**src/rtl/acc7seg_pkg.sv**
```systemverilog
`timescale 1ns / 1ps
// ----------------------------------------------------------------------------
// acc7seg_pkg
// Shared types, codes and segment tables for the accelerometer readout.
// ----------------------------------------------------------------------------
package acc7seg_pkg;

  localparam logic [15:0] FULL_SCALE_RESET = 16'd32767;
  localparam logic [1:0]  DP_DIGIT         = 2'd1;

  typedef enum logic [1:0] {
    AXIS_X = 2'd0,
    AXIS_Y = 2'd1,
    AXIS_Z = 2'd2
  } axis_e;

  typedef enum logic [1:0] {
    ST_IDLE,
    ST_DIVIDE,
    ST_FINISH
  } state_e;

  typedef struct packed {
    logic accept;
    logic step;
    logic finish;
  } cmd_t;

  typedef struct packed {
    logic pend_full;
    logic last_step;
  } status_t;

  function automatic logic [6:0] seg_digit(input logic [3:0] d);
    logic [6:0] s;
    case (d)
      4'd0:    s = 7'h3F;
      4'd1:    s = 7'h06;
      4'd2:    s = 7'h5B;
      4'd3:    s = 7'h4F;
      4'd4:    s = 7'h66;
      4'd5:    s = 7'h6D;
      4'd6:    s = 7'h7D;
      4'd7:    s = 7'h07;
      4'd8:    s = 7'h7F;
      4'd9:    s = 7'h6F;
      default: s = 7'h00;
    endcase
    return s;
  endfunction

  function automatic logic [6:0] seg_axis(input logic [1:0] a);
    logic [6:0] s;
    case (a)
      AXIS_X:  s = 7'h76;
      AXIS_Y:  s = 7'h6E;
      AXIS_Z:  s = 7'h5B;
      default: s = 7'h00;
    endcase
    return s;
  endfunction

endpackage

```
**src/rtl/acc7seg_ctrl.sv**
```systemverilog
`timescale 1ns / 1ps
// ----------------------------------------------------------------------------
// acc7seg_ctrl
// Sequencer: takes a tick, runs the divider, then refreshes the patterns.
// ----------------------------------------------------------------------------
module acc7seg_ctrl
  import acc7seg_pkg::*;
(
  input  logic    clk_i,
  input  logic    rst_ni,
  input  logic    in_valid_i,
  output logic    in_stall_o,
  input  status_t status_i,
  output cmd_t    cmd_o
);

  state_e state_q, state_d;

  always_ff @(posedge clk_i or negedge rst_ni) begin
    if (!rst_ni) begin
      state_q <= ST_IDLE;
    end else begin
      state_q <= state_d;
    end
  end

  always_comb begin
    state_d    = state_q;
    cmd_o      = '0;
    in_stall_o = 1'b1;
    case (state_q)
      ST_IDLE: begin
        in_stall_o = status_i.pend_full;
        if (in_valid_i && !status_i.pend_full) begin
          cmd_o.accept = 1'b1;
          state_d      = ST_DIVIDE;
        end
      end
      ST_DIVIDE: begin
        cmd_o.step = 1'b1;
        if (status_i.last_step) begin
          state_d = ST_FINISH;
        end
      end
      ST_FINISH: begin
        cmd_o.finish = 1'b1;
        state_d      = ST_IDLE;
      end
      default: begin
        state_d = ST_IDLE;
      end
    endcase
  end

endmodule

```
**src/rtl/acc7seg_dp.sv**
```systemverilog
`timescale 1ns / 1ps
// ----------------------------------------------------------------------------
// acc7seg_dp
// Datapath: button edge, axis select, bit-serial divider, digit patterns,
// result stage.
// ----------------------------------------------------------------------------
module acc7seg_dp
  import acc7seg_pkg::*;
#(
  parameter int SAMPLE_BITS = 16
) (
  input  logic                   clk_i,
  input  logic                   rst_ni,
  input  cmd_t                   cmd_i,
  output status_t                status_o,
  input  logic                   full_scale_we_i,
  input  logic [15:0]            full_scale_i,
  input  logic                   push_pressed_i,
  input  logic [SAMPLE_BITS-1:0] accel_x_i,
  input  logic [SAMPLE_BITS-1:0] accel_y_i,
  input  logic [SAMPLE_BITS-1:0] accel_z_i,
  output logic                   out_valid_o,
  input  logic                   out_stall_i,
  output logic [7:0]             segment_lines_o,
  output logic [3:0]             digit_enable_o
);

  localparam int NUM_BITS = SAMPLE_BITS + 8;
  localparam int CNT_BITS = $clog2(NUM_BITS);

  logic [15:0]          full_scale_q;
  logic [1:0]           axis_q, axis_d;
  logic                 was_pressed_q, was_pressed_d;
  logic [1:0]           scan_q;
  logic [6:0]           pat_q [4];

  logic [15:0]          div_q;
  logic [NUM_BITS-1:0]  num_q;
  logic [NUM_BITS-1:0]  h_q;
  logic [15:0]          rem_q;
  logic [6:0]           r100_q;
  logic [CNT_BITS-1:0]  cnt_q;

  logic                 pend_valid_q;
  logic [7:0]           pend_seg_q;
  logic [3:0]           pend_en_q;
  logic                 out_valid_q;
  logic [7:0]           out_seg_q;
  logic [3:0]           out_en_q;
  logic                 out_load;

  logic [SAMPLE_BITS-1:0] sample;
  logic [SAMPLE_BITS-1:0] mag;
  logic [NUM_BITS-1:0]    mag_ext;
  logic [NUM_BITS-1:0]    num_init;
  logic [16:0]            trial;
  logic                   qbit;
  logic [15:0]            rem_next;
  logic [7:0]             r100_trial;
  logic [6:0]             r100_next;
  logic [14:0]            tens_prod;
  logic [3:0]             tens;
  logic [6:0]             units_w;
  logic [15:0]            hund_prod;
  logic [3:0]             hund;
  logic                   small_h;

  // button edge and axis cycling
  always_comb begin
    axis_d        = axis_q;
    was_pressed_d = was_pressed_q;
    if (push_pressed_i) begin
      if (!was_pressed_q) begin
        axis_d        = (axis_q == AXIS_X || axis_q == AXIS_Y) ? axis_q + 2'd1 : AXIS_X;
        was_pressed_d = 1'b1;
      end
    end else begin
      was_pressed_d = 1'b0;
    end
  end

  always_comb begin
    case (axis_d)
      AXIS_X:  sample = accel_x_i;
      AXIS_Y:  sample = accel_y_i;
      default: sample = accel_z_i;
    endcase
    mag      = sample[SAMPLE_BITS-1] ? (~sample + 1'b1) : sample;
    mag_ext  = NUM_BITS'(mag);
    num_init = (mag_ext << 7) + (mag_ext << 6) + (mag_ext << 3);
  end

  // one quotient bit per cycle; quotient also folded into a mod-100 remainder
  always_comb begin
    trial      = {rem_q, num_q[NUM_BITS-1]};
    qbit       = trial >= {1'b0, div_q};
    rem_next   = qbit ? 16'(trial - {1'b0, div_q}) : trial[15:0];
    r100_trial = {r100_q, qbit};
    r100_next  = (r100_trial >= 8'd100) ? 7'(r100_trial - 8'd100) : r100_trial[6:0];
  end

  always_comb begin
    tens_prod = 15'(r100_q) * 15'd205;
    tens      = tens_prod[14:11];
    units_w   = r100_q - 7'(tens) * 7'd10;
    hund_prod = 16'(h_q[9:0]) * 16'd41;
    hund      = hund_prod[15:12];
    small_h   = h_q < NUM_BITS'(1000);
  end

  always_comb begin
    status_o.pend_full = pend_valid_q;
    status_o.last_step = cnt_q == CNT_BITS'(NUM_BITS - 1);
  end

  always_ff @(posedge clk_i or negedge rst_ni) begin
    if (!rst_ni) begin
      full_scale_q  <= FULL_SCALE_RESET;
      axis_q        <= AXIS_X;
      was_pressed_q <= 1'b0;
      scan_q        <= 2'd0;
      for (int i = 0; i < 4; i++) begin
        pat_q[i] <= 7'd0;
      end
    end else begin
      if (full_scale_we_i) begin
        full_scale_q <= full_scale_i;
      end
      if (cmd_i.accept) begin
        axis_q        <= axis_d;
        was_pressed_q <= was_pressed_d;
        scan_q        <= scan_q + 2'd1;
        if (axis_d == AXIS_X || axis_d == AXIS_Y || axis_d == AXIS_Z) begin
          pat_q[0] <= seg_axis(axis_d);
        end
      end
      if (cmd_i.finish) begin
        if (small_h) begin
          pat_q[1] <= seg_digit(hund);
        end
        pat_q[2] <= seg_digit(tens);
        pat_q[3] <= seg_digit(units_w[3:0]);
      end
    end
  end

  // divider registers, payload only
  always_ff @(posedge clk_i) begin
    if (cmd_i.accept) begin
      div_q  <= (full_scale_q == 16'd0) ? 16'd1 : full_scale_q;
      num_q  <= num_init;
      rem_q  <= '0;
      r100_q <= '0;
      cnt_q  <= '0;
    end else if (cmd_i.step) begin
      num_q  <= num_q << 1;
      rem_q  <= rem_next;
      h_q    <= {h_q[NUM_BITS-2:0], qbit};
      r100_q <= r100_next;
      cnt_q  <= cnt_q + 1'b1;
    end
  end

  // result stage: pending slot feeding the output register
  assign out_load = pend_valid_q && (!out_valid_q || !out_stall_i);

  always_ff @(posedge clk_i or negedge rst_ni) begin
    if (!rst_ni) begin
      pend_valid_q <= 1'b0;
      out_valid_q  <= 1'b0;
    end else begin
      if (cmd_i.accept) begin
        pend_valid_q <= 1'b1;
      end else if (out_load) begin
        pend_valid_q <= 1'b0;
      end
      if (out_load) begin
        out_valid_q <= 1'b1;
      end else if (!out_stall_i) begin
        out_valid_q <= 1'b0;
      end
    end
  end

  always_ff @(posedge clk_i) begin
    if (cmd_i.accept) begin
      pend_seg_q <= {scan_q == DP_DIGIT, pat_q[scan_q]};
      pend_en_q  <= 4'b0001 << scan_q;
    end
    if (out_load) begin
      out_seg_q <= pend_seg_q;
      out_en_q  <= pend_en_q;
    end
  end

  assign out_valid_o     = out_valid_q;
  assign segment_lines_o = out_seg_q;
  assign digit_enable_o  = out_en_q;

endmodule

```
**src/rtl/accel_axis_seven_segment_readout.sv**
```systemverilog
`timescale 1ns / 1ps
// ----------------------------------------------------------------------------
// accel_axis_seven_segment_readout
// Accelerometer axis readout on a four-digit multiplexed seven-segment display.
// ----------------------------------------------------------------------------
// Each input transfer is one display tick. A rising edge of the button steps
// the shown axis X, Y, Z, X. The tick's result transfer carries the stored
// pattern of the current digit (decimal point on digit 2) and a one-hot digit
// enable; the four patterns are then refreshed from the selected axis as
// h = floor(|sample| * 200 / full_scale), with the hundreds digit kept when h
// reaches 1000. A full_scale of 0 acts as 1. A tick passes through one accept
// step, one restoring-divider step per quotient bit (SAMPLE_BITS + 8 bits) and
// one step that writes the digit patterns; no new tick is taken meanwhile.
// The result waits in a two-entry output stage; in idle the next tick is
// held off only while both entries are full, that is when the previous
// result is still stalled at the output.
// ----------------------------------------------------------------------------
module accel_axis_seven_segment_readout
  import acc7seg_pkg::*;
#(
  parameter int SAMPLE_BITS = 16
) (
  input  logic                   clk_i,
  input  logic                   rst_ni,
  input  logic                   full_scale_we_i,
  input  logic [15:0]            full_scale_i,
  input  logic                   in_valid_i,
  output logic                   in_stall_o,
  input  logic                   push_pressed_i,
  input  logic [SAMPLE_BITS-1:0] accel_x_i,
  input  logic [SAMPLE_BITS-1:0] accel_y_i,
  input  logic [SAMPLE_BITS-1:0] accel_z_i,
  output logic                   out_valid_o,
  input  logic                   out_stall_i,
  output logic [7:0]             segment_lines_o,
  output logic [3:0]             digit_enable_o
);

  cmd_t    cmd;
  status_t status;

  acc7seg_ctrl u_ctrl (
    .clk_i      (clk_i),
    .rst_ni     (rst_ni),
    .in_valid_i (in_valid_i),
    .in_stall_o (in_stall_o),
    .status_i   (status),
    .cmd_o      (cmd)
  );

  acc7seg_dp #(
    .SAMPLE_BITS (SAMPLE_BITS)
  ) u_dp (
    .clk_i           (clk_i),
    .rst_ni          (rst_ni),
    .cmd_i           (cmd),
    .status_o        (status),
    .full_scale_we_i (full_scale_we_i),
    .full_scale_i    (full_scale_i),
    .push_pressed_i  (push_pressed_i),
    .accel_x_i       (accel_x_i),
    .accel_y_i       (accel_y_i),
    .accel_z_i       (accel_z_i),
    .out_valid_o     (out_valid_o),
    .out_stall_i     (out_stall_i),
    .segment_lines_o (segment_lines_o),
    .digit_enable_o  (digit_enable_o)
  );

endmodule
```
**config.mk**
```make
export PLATFORM = sky130hd
export DESIGN_NAME = accel_axis_seven_segment_readout
export DESIGN_NICKNAME = d
export VERILOG_FILES = /design/src/rtl/acc7seg_pkg.sv /design/src/rtl/acc7seg_ctrl.sv /design/src/rtl/acc7seg_dp.sv /design/src/rtl/accel_axis_seven_segment_readout.sv
export SDC_FILE = /design/constraint.sdc
export NUM_CORES = 1
export LEC_CHECK = 0
export BUFFER_PORTS_ARGS = -buffer_cell sky130_fd_sc_hd__buf_2
export CAP_MARGIN = 15
export CORE_MARGIN = 1
export CORE_UTILIZATION = 46
export CTS_CLUSTER_DIAMETER = 30
export DETAILED_ROUTE_END_ITERATION = 16
export HOLD_SLACK_MARGIN = 0.15
export MAX_ROUTING_LAYER = met4
export PLACE_DENSITY = 0.62
export SLEW_MARGIN = 15
export SYNTH_ARGS = -nofsm -noshare
export SYNTH_HDL_FRONTEND = slang
export SYNTH_SLANG_ARGS = --single-unit
```
**constraint.sdc**
```tcl
create_clock -name clk_i -period 4.9 [get_ports clk_i]
set_input_delay 0.98 -clock clk_i [delete_from_list [all_inputs] [get_ports clk_i]]
set_output_delay 0.98 -clock clk_i [all_outputs]
set_load 0.05 [all_outputs]
```
==> implementation parameters <==
Parameter                              Value

Yosys
  Net count after synthesis    1299
  EDFF count, synth    85
  Mean Syn Cell Area    10.4 um2
  Mapped Cells    1069
  Main flop type after synthesis    sky130_fd_sc_hd__edfxtp_1
  Proportion of netlist area held by the largest area contributor    23.1%
  Largest area contributor in the netlist    sky130_fd_sc_hd__edfxtp_1
  Post-Syn Area    11100 um2
  Fraction of synthesis flops using an asynchronous set or reset pin    31.1%
  Share of synthesized area occupied by flip-flops and latches    39.8%
  Most area-consuming cells after synthesis    sky130_fd_sc_hd__edfxtp_1 (23%), sky130_fd_sc_hd__ha_1 (16%), sky130_fd_sc_hd__dfrtp_1 (8.1%)
  Number of synthesized register bits    164
  Number of distinct standard cells referenced by the synthesized netlist    74
  Synth warn    0

Clock network
  Cell at the root of the clock tree    sky130_fd_sc_hd__clkbuf_16
  Clock H-tree levels    4
  Clock buffer depth    2
  TritonCTS clock tree    done
  CTS Buf Count    17
  Clock Pin Slew Worst Setup and Hold Paths    0.06 ns
  Number of clock sinks    164
  Clock insertion delay at the later pin of the skew report    0.43 ns
  Hold bufs inserted after CTS    0

Floorplan
  Initial standard-cell utilization of the core    47.0%
  Total number of placement rows    56
  Area of the core region    23500 um2
  DIE AREA    24700 um2
  Horizontal extent of the die    157 um
  Die extent in y    157 um
  Ports    84

Drt
  Vias after detailed routing    8408
  Number of remaining DRC errors    0
  Average detailed-routed wire length per instance    14.5 um
  Post-detailed-routing wire length    23400 um
  Iteration-0 DRC Markers    406
  Number of nets with antenna violations after routing    0
  Number of optimization iterations in the first detailed-route pass    6
  Detail-routed via count per cell    5.22

STA
  Max frequency    0.199 GHz
  Largest clock skew in the final design    0.00774 ns
  Time the final worst path needs with I/O delays and setup    5.04 ns
  Slew at the pin closest to its max-slew limit    1.03 ns
  Number of setup violations in the final report    6
  Final-report hold violation count    0
  Final cycle utilization of the critical path    103%
  Relative max-transition margin    30.7%
  Post-route setup slack    -0.135 ns
  Final slew viol count    0
  RSZ-0062 raised after global routing    yes
  Final hold slack    0.419 ns

Layout
  Antenna diode count    0
  Total number of nets in the final design    1508
  P&R area growth vs syn    28.7%
  Most common cell after layout, fill and taps aside    sky130_fd_sc_hd__buf_4
  Most frequent cells in the layout    sky130_fd_sc_hd__buf_4 (140), sky130_fd_sc_hd__ha_1 (113), sky130_fd_sc_hd__nand2_1 (96), sky130_fd_sc_hd__edfxtp_1 (85), sky130_fd_sc_hd__buf_2 (82)
  Share of post-route cells with drive strength above 1    34.0%

Global route
  Overall Global Routing Usage    19.7%
  Number of antenna violations at the first check in global routing    0
  Global route overflow    0
  Largest net degree at the start of global routing    53
  Via count of the first global-routing pass    7987
  First-pass GRT wire length    37500 um

Worst setup path
  Cells on worst reg2reg path    20
  Nature of the critical path endpoint    register
  Capture point of the critical path    u_dp.pat_q[5]
  Source of the critical timing path    u_dp.r100_q[4]
  Required @ worst endpoint    5.17 ns
  Worst reg2reg setup slack    -0.14 ns
  Data arrival, critical path    5.31 ns
  CP Class    reg -> reg
  Largest fanout on the critical path    5
  R2R Path End    u_dp.pat_q[5]
  Launch point of the worst reg-to-reg path    u_dp.r100_q[4]
  Sort of element at the start of the critical path    register

Hold path
  Type of the tightest min-delay check    reg -> reg

Flow run
  MaxCap Viol Count    0

Place
  Buffers on Ports    83
  Worst slack, placed    -0.785 ns
  HPWL after DPL    16900 um
  RD Place Congestion    0.806

Run status
  Failing checks    negative setup slack
  Result of the run    complete, but fails checks
## sequential cells by signal (all words and copies together) (netlist names), 7 cells and up
name	cells
u_dp.r100_q	7
u_dp.segment_lines_o	8
u_dp.rem_q	16
u_dp.full_scale_q	16
u_dp.pat_q	26
u_dp.num_q	21
u_dp.pend_seg_q	8
u_dp.h_q	24
u_dp.div_q	16
## Yosys cell counts, types with 19 or more instances
library cell               instances
sky130_fd_sc_hd__clkbuf_1         30
sky130_fd_sc_hd__nand2_1         100
sky130_fd_sc_hd__edfxtp_1         85
sky130_fd_sc_hd__inv_1            87
sky130_fd_sc_hd__dfxtp_1          28
sky130_fd_sc_hd__dfrtp_1          36
sky130_fd_sc_hd__mux2i_1          19
sky130_fd_sc_hd__a21oi_1          59
sky130_fd_sc_hd__a21o_1           19
sky130_fd_sc_hd__xor2_1           28
sky130_fd_sc_hd__ha_1            141
sky130_fd_sc_hd__fa_1             19
sky130_fd_sc_hd__mux2_2           20
sky130_fd_sc_hd__nor2_1           62
sky130_fd_sc_hd__o21ai_0          59
sky130_fd_sc_hd__xnor2_1          30
## how the worst min path moves through the flow
stage                                   from                      end  depth (start not counted)
after floorplan            u_dp.pend_en_q[0]   u_dp.digit_enable_o[0]                          0
after global placement    u_dp.pend_seg_q[7]  u_dp.segment_lines_o[7]                          0
after detailed placement   u_dp.pend_en_q[0]   u_dp.digit_enable_o[0]                          0
after CTS                  u_dp.pend_en_q[1]   u_dp.digit_enable_o[1]                          0
after global routing       u_dp.pend_en_q[2]   u_dp.digit_enable_o[2]                          0
final                      u_dp.pend_en_q[3]   u_dp.digit_enable_o[3]                          0
## metal layers
metal  global-route usage, %  part of all wire, %
met1                    26.0                   47
met2                    31.4                   48
met3                    3.06                  3.3
met5                       -                    0
met4                    5.55                  1.3
## cells by family after synthesis
family	synth area share (%)
xor+xnor	5.64
flops	39.8
compound gates	14.8
simple gates	10.6
mux	5.18
fa+ha+maj	19.4
buf+inv	4.63
## through the flow
| step | instances | area (um2) | TNS, ns | util (%) |
|---|---|---|---|---|
| 3_3_place_gp | 1542 | 12700 | -5.44 | 54.0 |
| 2_1_floorplan | 1069 | 11300 | -2.21 | - |
| 3_5_place_dp | 1542 | 12700 | -7.17 | 54.0 |
| 6_report | 1610 | 14200 | -0.332 | 60.5 |
| 4_1_cts | 1595 | 13600 | -0.160 | 57.9 |
| 5_1_grt | 1610 | 14200 | -2.23 | 60.5 |
## what timing repair did
item	in CTS	in global routing
setup buffers	21	18
setup endpoints to repair	15	16
pin swaps	29	63
hold endpoints to repair	0	0
gates resized for setup	40	82
## area by class of cell
class | instances | area (um2)
Fill cell | 1971 | 9290
Tap cell | 319 | 399
Clock buffer | 20 | 437
Timing Repair Buffer | 232 | 1600
Multi-Input combinational cell | 774 | 6940
Clock inverter | 12 | 115
Sequential cell | 164 | 4420
Inverter | 89 | 337
## critical path, cell delays in order (launching register included)
cell,delay [ns]
sky130_fd_sc_hd__dfxtp_4,0.37
sky130_fd_sc_hd__ha_4,0.27
sky130_fd_sc_hd__inv_2,0.03
sky130_fd_sc_hd__fa_1,0.51
sky130_fd_sc_hd__inv_2,0.05
sky130_fd_sc_hd__ha_4,0.26
sky130_fd_sc_hd__fa_2,0.44
sky130_fd_sc_hd__ha_4,0.27
sky130_fd_sc_hd__nand4_1,0.11
sky130_fd_sc_hd__a211o_1,0.29
sky130_fd_sc_hd__nand2_2,0.15
sky130_fd_sc_hd__xnor2_2,0.13
sky130_fd_sc_hd__inv_1,0.09
sky130_fd_sc_hd__ha_2,0.20
sky130_fd_sc_hd__fa_2,0.39
sky130_fd_sc_hd__xor2_2,0.14
sky130_fd_sc_hd__xnor3_2,0.36
sky130_fd_sc_hd__xnor2_4,0.20
sky130_fd_sc_hd__and3_4,0.19
sky130_fd_sc_hd__a311oi_2,0.33
sky130_fd_sc_hd__o21ai_1,0.10
Power is not shown: default switching activity piles up to over one toggle a cycle in this logic, so the estimate is an artifact.
